## src/rtl/psa_pkg.sv

```systemverilog
// Shared types, codes and default sizes for the page slot allocator.
// Used by the slot search, the top level and the testbench; depends on nothing else.
`default_nettype none

package psa_pkg;

    // Default sizes handed to the top-level parameters.
    localparam int DEF_MAX_PAGES  = 64;
    localparam int DEF_MAX_SLOTS  = 32;
    localparam int DEF_FIRST_PAGE = 1;

    // Register and port widths fixed by the interface.
    localparam int SPP_W       = 6;
    localparam int SLOT_IDX_W  = 6;
    localparam logic [SPP_W-1:0] SPP_RESET = 6'd32;

    // Request codes.
    typedef enum logic [1:0] {
        OP_ALLOC = 2'd0,
        OP_PLACE = 2'd1,
        OP_FREE  = 2'd2,
        OP_CHECK = 2'd3
    } psa_op_t;

    // Result status codes.
    typedef enum logic [2:0] {
        ST_OK        = 3'd0,
        ST_NOT_OCC   = 3'd1,
        ST_NO_PAGE   = 3'd2,
        ST_OUT_PAGES = 3'd3,
        ST_PAGE_FULL = 3'd4
    } psa_status_t;

    // Answer of the lowest-clear-slot search.
    typedef struct packed {
        logic                  found;
        logic [SLOT_IDX_W-1:0] slot;
    } psa_find_t;

endpackage

`default_nettype wire

```

## src/rtl/psa_ram.sv

```systemverilog
// Generic simple dual-port RAM: one write port, one read port, registered read.
// Depends on nothing; instantiated for the page entries and the list links.
`default_nettype none

module psa_ram #(
    parameter int WIDTH = 8,
    parameter int DEPTH = 16,
    localparam int AW   = (DEPTH > 1) ? $clog2(DEPTH) : 1
) (
    input  wire logic             clk,
    input  wire logic             wr_en,
    input  wire logic [AW-1:0]    wr_addr,
    input  wire logic [WIDTH-1:0] wr_data,
    input  wire logic             rd_en,
    input  wire logic [AW-1:0]    rd_addr,
    output logic      [WIDTH-1:0] rd_data
);

    logic [WIDTH-1:0] mem [DEPTH];

    // Write port.
    always_ff @(posedge clk)
    begin
        if (wr_en)
        begin
            mem[wr_addr] <= wr_data;
        end
    end

    // Registered read port.
    always_ff @(posedge clk)
    begin
        if (rd_en)
        begin
            rd_data <= mem[rd_addr];
        end
    end

endmodule

`default_nettype wire

```

## src/rtl/psa_slot_find.sv

```systemverilog
// Finds the lowest clear slot of a page bitmap below the active slot limit.
// Depends on psa_pkg for the search answer type.
`default_nettype none

module psa_slot_find #(
    parameter int MAX_SLOTS = psa_pkg::DEF_MAX_SLOTS,
    localparam int CW       = $clog2(MAX_SLOTS + 1)
) (
    input  wire logic [MAX_SLOTS-1:0] occ,
    input  wire logic [CW-1:0]        limit,
    output psa_pkg::psa_find_t        find
);

    // Priority encoder: scan from the top so the lowest clear slot wins.
    always_comb
    begin
        find.found = 1'b0;
        find.slot  = '0;
        for (int i = MAX_SLOTS - 1; i >= 0; i--)
        begin
            if (!occ[i] && (i < int'(limit)))
            begin
                find.found = 1'b1;
                find.slot  = psa_pkg::SLOT_IDX_W'(i);
            end
        end
    end

endmodule

`default_nettype wire

```

## src/rtl/page_slot_allocator.sv

```systemverilog
// Top level of the page slot allocator: request sequencer, page entry RAM and link RAM.
// Depends on psa_pkg, psa_ram and psa_slot_find.
//
//  Channel   Signals                                        Handshake
//  --------  ---------------------------------------------  ------------------------------
//  request   operation, page_number, slot_number            beat taken when start & !busy
//  result    status, result_page, result_slot               beat valid while done is high
//  config    cfg_wr_data (slots per page)                   written when cfg_wr_en is high
//
// A request reads the page entry and its link from the RAMs at the accepting edge; the
// execute state then modifies and writes them back and registers the result. done rises
// in the cycle after that, and a new request can be taken in the same cycle unless a list
// walk follows: a place that fills a page walks the free-page list to unlink it, checking
// each entry passed and reading its link, then splicing the page out and giving it an end
// link (it stops at the check when the page is not on the list); busy stays high meanwhile.
// Reset is asynchronous and needs no clearing pass: a page entry is written when the page
// opens. The receiver cannot stall; each result is shown for exactly one cycle.
`default_nettype none

module page_slot_allocator #(
    parameter int MAX_PAGES  = psa_pkg::DEF_MAX_PAGES,
    parameter int MAX_SLOTS  = psa_pkg::DEF_MAX_SLOTS,
    parameter int FIRST_PAGE = psa_pkg::DEF_FIRST_PAGE
) (
    input  wire logic                      clk,
    input  wire logic                      rst_n,
    input  wire logic                      start,
    output logic                           busy,
    input  wire logic [1:0]                operation,
    input  wire logic [5:0]                page_number,
    input  wire logic [4:0]                slot_number,
    output logic                           done,
    output logic [2:0]                     status,
    output logic [5:0]                     result_page,
    output logic [4:0]                     result_slot,
    input  wire logic                      cfg_wr_en,
    input  wire logic [psa_pkg::SPP_W-1:0] cfg_wr_data
);

    localparam int AW  = $clog2(MAX_PAGES);
    localparam int LW  = $clog2(2 * MAX_PAGES);
    localparam int PCW = $clog2(MAX_PAGES + 1);
    localparam int CW  = $clog2(MAX_SLOTS + 1);
    localparam int EW  = MAX_SLOTS + CW;
    localparam logic [LW-1:0] NO_PAGE = LW'(2 * MAX_PAGES - 1);

    typedef enum logic [2:0] {
        S_IDLE,
        S_EXEC,
        S_WALK_CHK,
        S_WALK_RD,
        S_WALK_FIX
    } state_t;

    state_t                      state_reg, state_next;
    psa_pkg::psa_op_t            op_reg, op_next;
    logic [5:0]                  pg_reg, pg_next;
    logic [4:0]                  sl_reg, sl_next;
    logic [LW-1:0]               head_reg, head_next;
    logic [PCW-1:0]              page_count_reg, page_count_next;
    logic [psa_pkg::SPP_W-1:0]   spp_reg, spp_next;
    logic [LW-1:0]               cur_reg, cur_next;
    logic [LW-1:0]               prev_reg, prev_next;
    logic [PCW-1:0]              iter_reg, iter_next;
    logic                        done_reg, done_next;
    psa_pkg::psa_status_t        status_reg, status_next;
    logic [5:0]                  rpage_reg, rpage_next;
    logic [4:0]                  rslot_reg, rslot_next;

    // RAM ports.
    logic          entry_we, entry_re;
    logic [AW-1:0] entry_wa, entry_ra;
    logic [EW-1:0] entry_wd, entry_rd;
    logic          link_we, link_re;
    logic [AW-1:0] link_wa, link_ra;
    logic [LW-1:0] link_wd, link_rd;

    // Datapath terms.
    logic [MAX_SLOTS-1:0] rd_occ, alloc_occ, sl_mask, find_mask;
    logic [CW-1:0]        rd_used, alloc_used, n_eff;
    logic [CW:0]          rd_used_inc, alloc_used_inc;
    logic [LW-1:0]        alloc_p, alloc_lnk, pg_link;
    logic                 list_empty, alloc_exists, pg_exists, slot_ok, slot_bit;
    logic                 accept;
    psa_pkg::psa_find_t   find;

    // Page entries: occupancy bitmap and used count.
    psa_ram #(
        .WIDTH (EW),
        .DEPTH (MAX_PAGES)
    ) u_entry_ram (
        .clk     (clk),
        .wr_en   (entry_we),
        .wr_addr (entry_wa),
        .wr_data (entry_wd),
        .rd_en   (entry_re),
        .rd_addr (entry_ra),
        .rd_data (entry_rd)
    );

    // Free-page list links.
    psa_ram #(
        .WIDTH (LW),
        .DEPTH (MAX_PAGES)
    ) u_link_ram (
        .clk     (clk),
        .wr_en   (link_we),
        .wr_addr (link_wa),
        .wr_data (link_wd),
        .rd_en   (link_re),
        .rd_addr (link_ra),
        .rd_data (link_rd)
    );

    // Lowest clear slot of the page taken by an alloc.
    psa_slot_find #(
        .MAX_SLOTS (MAX_SLOTS)
    ) u_slot_find (
        .occ   (alloc_occ),
        .limit (n_eff),
        .find  (find)
    );

    assign busy   = (state_reg != S_IDLE);
    assign accept = start && !busy;
    assign done        = done_reg;
    assign status      = status_reg;
    assign result_page = rpage_reg;
    assign result_slot = rslot_reg;

    // Shared terms of the execute cycle.
    always_comb
    begin
        n_eff = (int'(spp_reg) > MAX_SLOTS) ? CW'(MAX_SLOTS) : CW'(spp_reg);

        rd_occ      = entry_rd[MAX_SLOTS-1:0];
        rd_used     = entry_rd[EW-1:MAX_SLOTS];
        rd_used_inc = {1'b0, rd_used} + 1'b1;

        // An alloc on an empty list opens the next new page with a blank entry.
        list_empty     = (head_reg == NO_PAGE);
        alloc_p        = list_empty ? LW'(page_count_reg) : head_reg;
        alloc_occ      = list_empty ? '0 : rd_occ;
        alloc_used     = list_empty ? '0 : rd_used;
        alloc_lnk      = list_empty ? NO_PAGE : link_rd;
        alloc_used_inc = {1'b0, alloc_used} + 1'b1;
        alloc_exists   = list_empty ||
                         ((int'(alloc_p) >= FIRST_PAGE) &&
                          (int'(alloc_p) < int'(page_count_reg)) &&
                          (int'(alloc_p) < MAX_PAGES));
        find_mask      = MAX_SLOTS'(1) << find.slot;

        pg_exists = (int'(pg_reg) >= FIRST_PAGE) &&
                    (int'(pg_reg) < int'(page_count_reg)) &&
                    (int'(pg_reg) < MAX_PAGES);
        pg_link   = LW'(pg_reg);
        slot_ok   = (int'(sl_reg) < int'(n_eff));
        sl_mask   = MAX_SLOTS'(1) << sl_reg;
        slot_bit  = |(rd_occ & sl_mask);
    end

    // Sequencer: next state, RAM accesses and result.
    always_comb
    begin
        state_next      = state_reg;
        op_next         = op_reg;
        pg_next         = pg_reg;
        sl_next         = sl_reg;
        head_next       = head_reg;
        page_count_next = page_count_reg;
        spp_next        = cfg_wr_en ? cfg_wr_data : spp_reg;
        cur_next        = cur_reg;
        prev_next       = prev_reg;
        iter_next       = iter_reg;
        done_next       = 1'b0;
        status_next     = status_reg;
        rpage_next      = rpage_reg;
        rslot_next      = rslot_reg;

        entry_re = 1'b0;
        entry_ra = '0;
        entry_we = 1'b0;
        entry_wa = '0;
        entry_wd = '0;
        link_re  = 1'b0;
        link_ra  = '0;
        link_we  = 1'b0;
        link_wa  = '0;
        link_wd  = '0;

        unique case (state_reg)
            S_IDLE:
            begin
                // Read the addressed page, or the list head for an alloc.
                if (accept)
                begin
                    op_next  = psa_pkg::psa_op_t'(operation);
                    pg_next  = page_number;
                    sl_next  = slot_number;
                    entry_re = 1'b1;
                    link_re  = 1'b1;
                    entry_ra = (psa_pkg::psa_op_t'(operation) == psa_pkg::OP_ALLOC)
                               ? head_reg[AW-1:0] : AW'(page_number);
                    link_ra  = entry_ra;
                    state_next = S_EXEC;
                end
            end

            S_EXEC:
            begin
                done_next  = 1'b1;
                state_next = S_IDLE;
                rpage_next = pg_reg;
                rslot_next = sl_reg;
                unique case (op_reg)
                    psa_pkg::OP_ALLOC:
                    begin
                        rpage_next = '0;
                        rslot_next = '0;
                        if (list_empty && (int'(page_count_reg) >= MAX_PAGES))
                        begin
                            status_next = psa_pkg::ST_OUT_PAGES;
                        end
                        else
                        begin
                            // Opening a page writes its blank entry and an end link.
                            if (list_empty)
                            begin
                                page_count_next = page_count_reg + 1'b1;
                                head_next       = alloc_p;
                                entry_we        = 1'b1;
                                entry_wa        = alloc_p[AW-1:0];
                                entry_wd        = '0;
                                link_we         = 1'b1;
                                link_wa         = alloc_p[AW-1:0];
                                link_wd         = NO_PAGE;
                            end
                            if (!alloc_exists)
                            begin
                                status_next = psa_pkg::ST_NO_PAGE;
                            end
                            else if (!find.found)
                            begin
                                status_next = psa_pkg::ST_PAGE_FULL;
                            end
                            else
                            begin
                                status_next = psa_pkg::ST_OK;
                                rpage_next  = 6'(alloc_p);
                                rslot_next  = 5'(find.slot);
                                entry_we    = 1'b1;
                                entry_wa    = alloc_p[AW-1:0];
                                entry_wd    = {CW'(alloc_used_inc), alloc_occ | find_mask};
                                // A page that fills leaves the head of the list.
                                if (alloc_used_inc >= (CW+1)'(n_eff))
                                begin
                                    head_next = alloc_lnk;
                                    link_we   = 1'b1;
                                    link_wa   = alloc_p[AW-1:0];
                                    link_wd   = NO_PAGE;
                                end
                            end
                        end
                    end

                    psa_pkg::OP_CHECK:
                    begin
                        status_next = (pg_exists && slot_ok && slot_bit)
                                      ? psa_pkg::ST_OK : psa_pkg::ST_NOT_OCC;
                    end

                    psa_pkg::OP_PLACE:
                    begin
                        if (!pg_exists)
                        begin
                            status_next = psa_pkg::ST_NO_PAGE;
                        end
                        else if (!slot_ok)
                        begin
                            status_next = psa_pkg::ST_NOT_OCC;
                        end
                        else
                        begin
                            status_next = psa_pkg::ST_OK;
                            if (!slot_bit)
                            begin
                                entry_we = 1'b1;
                                entry_wa = AW'(pg_reg);
                                entry_wd = {CW'(rd_used_inc), rd_occ | sl_mask};
                                // A page filled by place is unlinked wherever it stands.
                                if (rd_used_inc >= (CW+1)'(n_eff))
                                begin
                                    cur_next   = head_reg;
                                    prev_next  = NO_PAGE;
                                    iter_next  = '0;
                                    state_next = S_WALK_CHK;
                                end
                            end
                        end
                    end

                    psa_pkg::OP_FREE:
                    begin
                        if (!pg_exists)
                        begin
                            status_next = psa_pkg::ST_NO_PAGE;
                        end
                        else if (!slot_ok || !slot_bit)
                        begin
                            status_next = psa_pkg::ST_NOT_OCC;
                        end
                        else
                        begin
                            status_next = psa_pkg::ST_OK;
                            entry_we    = 1'b1;
                            entry_wa    = AW'(pg_reg);
                            entry_wd    = {(rd_used != '0) ? rd_used - 1'b1 : rd_used,
                                           rd_occ & ~sl_mask};
                            // A page that was full goes back to the head of the list.
                            if ({1'b0, rd_used} >= (CW+1)'(n_eff))
                            begin
                                head_next = pg_link;
                                link_we   = 1'b1;
                                link_wa   = AW'(pg_reg);
                                link_wd   = head_reg;
                            end
                        end
                    end
                endcase
            end

            S_WALK_CHK:
            begin
                // Stop at the end of the list or after the bounded number of steps.
                priority if (int'(cur_reg) >= MAX_PAGES)
                begin
                    state_next = S_IDLE;
                end
                else if ((cur_reg != pg_link) && (iter_reg == PCW'(MAX_PAGES)))
                begin
                    state_next = S_IDLE;
                end
                else
                begin
                    link_re    = 1'b1;
                    link_ra    = cur_reg[AW-1:0];
                    state_next = S_WALK_RD;
                end
            end

            S_WALK_RD:
            begin
                if (cur_reg == pg_link)
                begin
                    // Splice the page out: its successor goes to its predecessor.
                    if (prev_reg == NO_PAGE)
                    begin
                        head_next = link_rd;
                    end
                    else
                    begin
                        link_we = 1'b1;
                        link_wa = prev_reg[AW-1:0];
                        link_wd = link_rd;
                    end
                    state_next = S_WALK_FIX;
                end
                else
                begin
                    prev_next  = cur_reg;
                    cur_next   = link_rd;
                    iter_next  = iter_reg + 1'b1;
                    state_next = S_WALK_CHK;
                end
            end

            S_WALK_FIX:
            begin
                // The unlinked page gets an end link.
                link_we    = 1'b1;
                link_wa    = AW'(pg_reg);
                link_wd    = NO_PAGE;
                state_next = S_IDLE;
            end

            default:
            begin
                state_next = S_IDLE;
            end
        endcase
    end

    // State and registered outputs.
    always_ff @(posedge clk or negedge rst_n)
    begin
        if (!rst_n)
        begin
            state_reg      <= S_IDLE;
            op_reg         <= psa_pkg::OP_ALLOC;
            pg_reg         <= '0;
            sl_reg         <= '0;
            head_reg       <= NO_PAGE;
            page_count_reg <= PCW'(FIRST_PAGE);
            spp_reg        <= psa_pkg::SPP_RESET;
            cur_reg        <= NO_PAGE;
            prev_reg       <= NO_PAGE;
            iter_reg       <= '0;
            done_reg       <= 1'b0;
            status_reg     <= psa_pkg::ST_OK;
            rpage_reg      <= '0;
            rslot_reg      <= '0;
        end
        else
        begin
            state_reg      <= state_next;
            op_reg         <= op_next;
            pg_reg         <= pg_next;
            sl_reg         <= sl_next;
            head_reg       <= head_next;
            page_count_reg <= page_count_next;
            spp_reg        <= spp_next;
            cur_reg        <= cur_next;
            prev_reg       <= prev_next;
            iter_reg       <= iter_next;
            done_reg       <= done_next;
            status_reg     <= status_next;
            rpage_reg      <= rpage_next;
            rslot_reg      <= rslot_next;
        end
    end

endmodule

`default_nettype wire

```

## config.mk

```make
export PLATFORM = sky130hd
export DESIGN_NAME = page_slot_allocator
export DESIGN_NICKNAME = d
export VERILOG_FILES = /design/src/rtl/psa_pkg.sv /design/src/rtl/psa_ram.sv /design/src/rtl/psa_slot_find.sv /design/src/rtl/page_slot_allocator.sv
export SDC_FILE = /design/constraint.sdc
export NUM_CORES = 2
export LEC_CHECK = 0
export ABC_AREA = 1
export BUFFER_PORTS_ARGS = -buffer_cell sky130_fd_sc_hd__buf_4
export CAP_MARGIN = 10
export CORE_UTILIZATION = 45
export CTS_BUF_LIST = sky130_fd_sc_hd__clkbuf_4
export DETAILED_ROUTE_END_ITERATION = 10
export SLEW_MARGIN = 20
export SYNTH_ARGS = -nofsm -noshare
export SYNTH_HDL_FRONTEND = slang
export SYNTH_SLANG_ARGS = --single-unit
export TNS_END_PERCENT = 50
```

## constraint.sdc

```tcl
create_clock -name clk -period 6.9 [get_ports clk]
set_input_delay 0 -clock clk [delete_from_list [all_inputs] [get_ports clk]]
set_output_delay 0 -clock clk [all_outputs]
set_load 0.1 [all_outputs]
```

==> flow_summary.toml <==
[synthesis]
netlist_area_um2 = 122000
synthTopCellsByArea = "edfxtp_1 72%, nor2_1 4.9%, o21ai_0 3.3%, nand2_1 2.5%, o211ai_1 2.0%"
synth_largest_area_cell = "edfxtp_1"
async_flop_share = 0.0240
syn_inst = 9406
ys.warnings.count = 0
synth_ff_type = "edfxtp_1"
synth_most_common_cell = "edfxtp_1"
syn_nets = 9473
synth_common_cells = "2925 x edfxtp_1, 1586 x nor2_1, 817 x o21ai_0"
ys_ff_latch = 2997
synth_edf_count = 2925
yosysUniqueCellTypes = 63
avgSynthCellArea_um2 = 13.0
synthDominantCellAreaShare = 0.719
synth-seq-area-share = 0.734

[critical_path]
endpoint = "u_entry_ram.mem[49][8]"
regToRegSetupSlack_ns = 0.57
cpPeakStageDelay_ns = 0.60
critPathBufInv = 7
cpMaxStageDelayCell = "nor2_4"
reg2reg_from = "head_reg[5]"
crit_path_end_kind = "flop"
worst_ep_required_time_ns = 7.82
cp-start-kind = "flop"
timing.critical_path.mode_cell = "inv_2"
cp-startpoint = "head_reg[5]"
reg2reg_to = "u_entry_ram.mem[49][8]"
critPathKind = "flop to flop"
worst-path-stages = 25
crit_fanout = 22
worstPathArrival_ns = 7.24
cp_top_family = "simple AND/OR/NAND/NOR gates"
worstRegToRegCells = 25

[timing]
fin_crit_sh = 0.917
hold_slack_ns = 0.185
rsz0062_at_grt = "no"
max_freq_mhz = 158
fin_crit_ns = 6.33
hold_viol_final = 0
slew_viol_final = 0
setup_viol = 0
slew_headroom = 0.216
final.setup.tns_ns = 0
worst-slew-pin-transition_ns = 1.16
finalClockSkew_ns = 0.169

[die]
initial_core_util = 0.454
core_area_um2 = 269000
io_pins = 39
die_width_um = 523
die_area_um2 = 274000
rows = 190
die_y_um = 523

[layout]
regMostFlops = "u_entry_ram.mem"
reg.largest.list = "u_entry_ram.mem: 2432 flops, u_link_ram.mem: 448 flops, u_entry_ram.rd_data: 38 flops"
fillCellCount = 22900
area_growth_syn_to_layout_pct = 13.6
nets = 9974
drive_gt1_frac = 0.165
largest_reg_flops = 2432

[clock_tree]
cts.clk_slew.worst_paths_ns = 0.07
htree_levels = 6
clk_root_buffer_cell = "clkbuf_4"
clk_latency_ns = 1.40
cts_made_buffers = 758
ctsHoldBuffers = 67
cts_setup_buffers = 0
cts_tree = "done"
clock_sinks = 2997
post_cts_resized = 0
cts.path.max_buffers = 4

[global_routing]
grt.met3_usage = 0.0631
antenna_found_initial = 17
grt_use_met2 = 0.408
grtUsageTotal = 0.271
grt_overflow_total = 0
busiest_layer = "met2"
met1_usage = 0.378
grt_pass1_wl_um = 545000
grt_pass1_vias = 81600
grt_start_max_net_pins = 194

[power_and_ir_drop]
leakagePower_nw = 48.5
powerDensity_nw_per_um2 = 343
ir_drop_mv = 0.173

[routing]
wl_per_cell_um = 26.9
routed_wl_um = 377000
num_vias = 84200
ant_nets = 0
drt_pass1_iterations = 6
route.detailed.drc = 0
drt_iter0_markers = 10200
via_per_inst = 6.01

[outcome]
status = "finished, final reports clean"

[place]
dp_hpwl_um = 215000
portBuffers = 38
gp_congestion = 0.926

[job]
cap_violations = 0

[min_path]
min_path_type = "input port to flop"
==> stage by stage <==
step           power, W  instances  utilization  setup slack, ns  instance area [um2]
3_5_place_dp     0.0329      12600        0.479            0.737               129000
6_report         0.0477      14000        0.516            0.573               139000
3_3_place_gp     0.0329      12600        0.479            0.726               129000
4_1_cts          0.0477      14000        0.516            0.695               139000
2_1_floorplan    0.0278       9406            -            0.363               122000
5_1_grt          0.0496      14000        0.516            0.255               139000
==> cell usage in the layout (no fill, tap or decap), types with 38 or more instances in the layout <==
| master | synthesis | layout |
|---|---|---|
| nand2_1 | 814 | 813 |
| inv_1 | 177 | 169 |
| a211oi_1 | 45 | 45 |
| o211ai_1 | 326 | 326 |
| buf_4 | 0 | 247 |
| nor2_1 | 1586 | 1524 |
| clkbuf_4 | 0 | 1084 |
| ha_1 | 44 | 44 |
| o311ai_0 | 223 | 222 |
| dfrtp_1 | 49 | 49 |
| edfxtp_1 | 2925 | 2925 |
| dlygate4sd3_1 | 0 | 66 |
| o21bai_1 | 231 | 231 |
| inv_2 | 37 | 50 |
| o221ai_1 | 73 | 73 |
| clkinv_1 | 5 | 148 |
| o32ai_1 | 222 | 222 |
| nor3_1 | 100 | 91 |
| o22ai_1 | 250 | 250 |
| a21oi_1 | 316 | 279 |
| nand3_1 | 321 | 319 |
| buf_12 | 0 | 87 |
| a21oi_4 | 1 | 38 |
| o21ai_0 | 817 | 816 |
| nor2_4 | 6 | 68 |
==> per-layer routing <==
metal / share of wire / vias up
li1: - / 37100
met1: 0.41 / 41900
met2: 0.44 / 4523
met3: 0.10 / 686
met4: 0.041 / 12
met5: 0.00023 / -
==> worst register-to-register path: cells and delay by family, from the launching register on <==
family                     cells  cell delay (ns)
AOI/OAI and AO/OA              5             1.15
DFF                            1             0.59
buffers and inverters          7             1.03
adders and majority gates      1             0.30
and+or+nand+nor               12             2.85
==> area by class of cell <==
class / instances / area (um2) / area share
diodes: 20 / 50.0 / 0.000361
clock buffers: 1084 / 8140 / 0.0586
clock inverters: 212 / 1230 / 0.00888
inverters: 221 / 865 / 0.00623
multi-input cells: 5528 / 30100 / 0.217
flip-flops and latches: 2997 / 89700 / 0.646
well taps: 3552 / 4440 / 0.0320
repair buffers: 401 / 4280 / 0.0309
==> cells by family (layout without fill, tap and decap cells) <==
| kind of cell | Yosys count | in the layout | synth area share |
|---|---|---|---|
| buf+inv | 881 | 1918 | 0.0274 |
| xor+xnor | 16 | 16 | 0.00115 |
| simple gates | 2899 | 2899 | 0.0955 |
| fa+ha+maj | 44 | 44 | 0.00451 |
| flops | 2997 | 2997 | 0.734 |
| compound gates | 2569 | 2569 | 0.138 |
| other cells | 0 | 20 | 0 |
==> report_power, final <==
part | leakage, nW | total [W] | switching, W | internal (W)
Clock | 5.58 | 0.0148 | 0.00712 | 0.00767
Combinational | 12.9 | 0.0117 | 0.00890 | 0.00279
Sequential | 30.1 | 0.0212 | 0.000317 | 0.0209
Total | 48.5 | 0.0477 | 0.0163 | 0.0313
==> how the worst min path moves through the flow <==
stage	from	to	slack (ns)	cells after the start
6_report	page_number[0]	pg_reg[0]	0.18	5
5_1_grt	page_number[0]	pg_reg[0]	0.13	5
4_1_cts	page_number[0]	pg_reg[0]	0.01	5
3_5_place_dp	cfg_wr_data[4]	spp_reg[4]	0.22	3
3_3_place_gp	rst_n	op_reg[0]	0.21	1
2_1_floorplan	rst_n	done	-0.30	0
(Power assumes the default switching activity.)
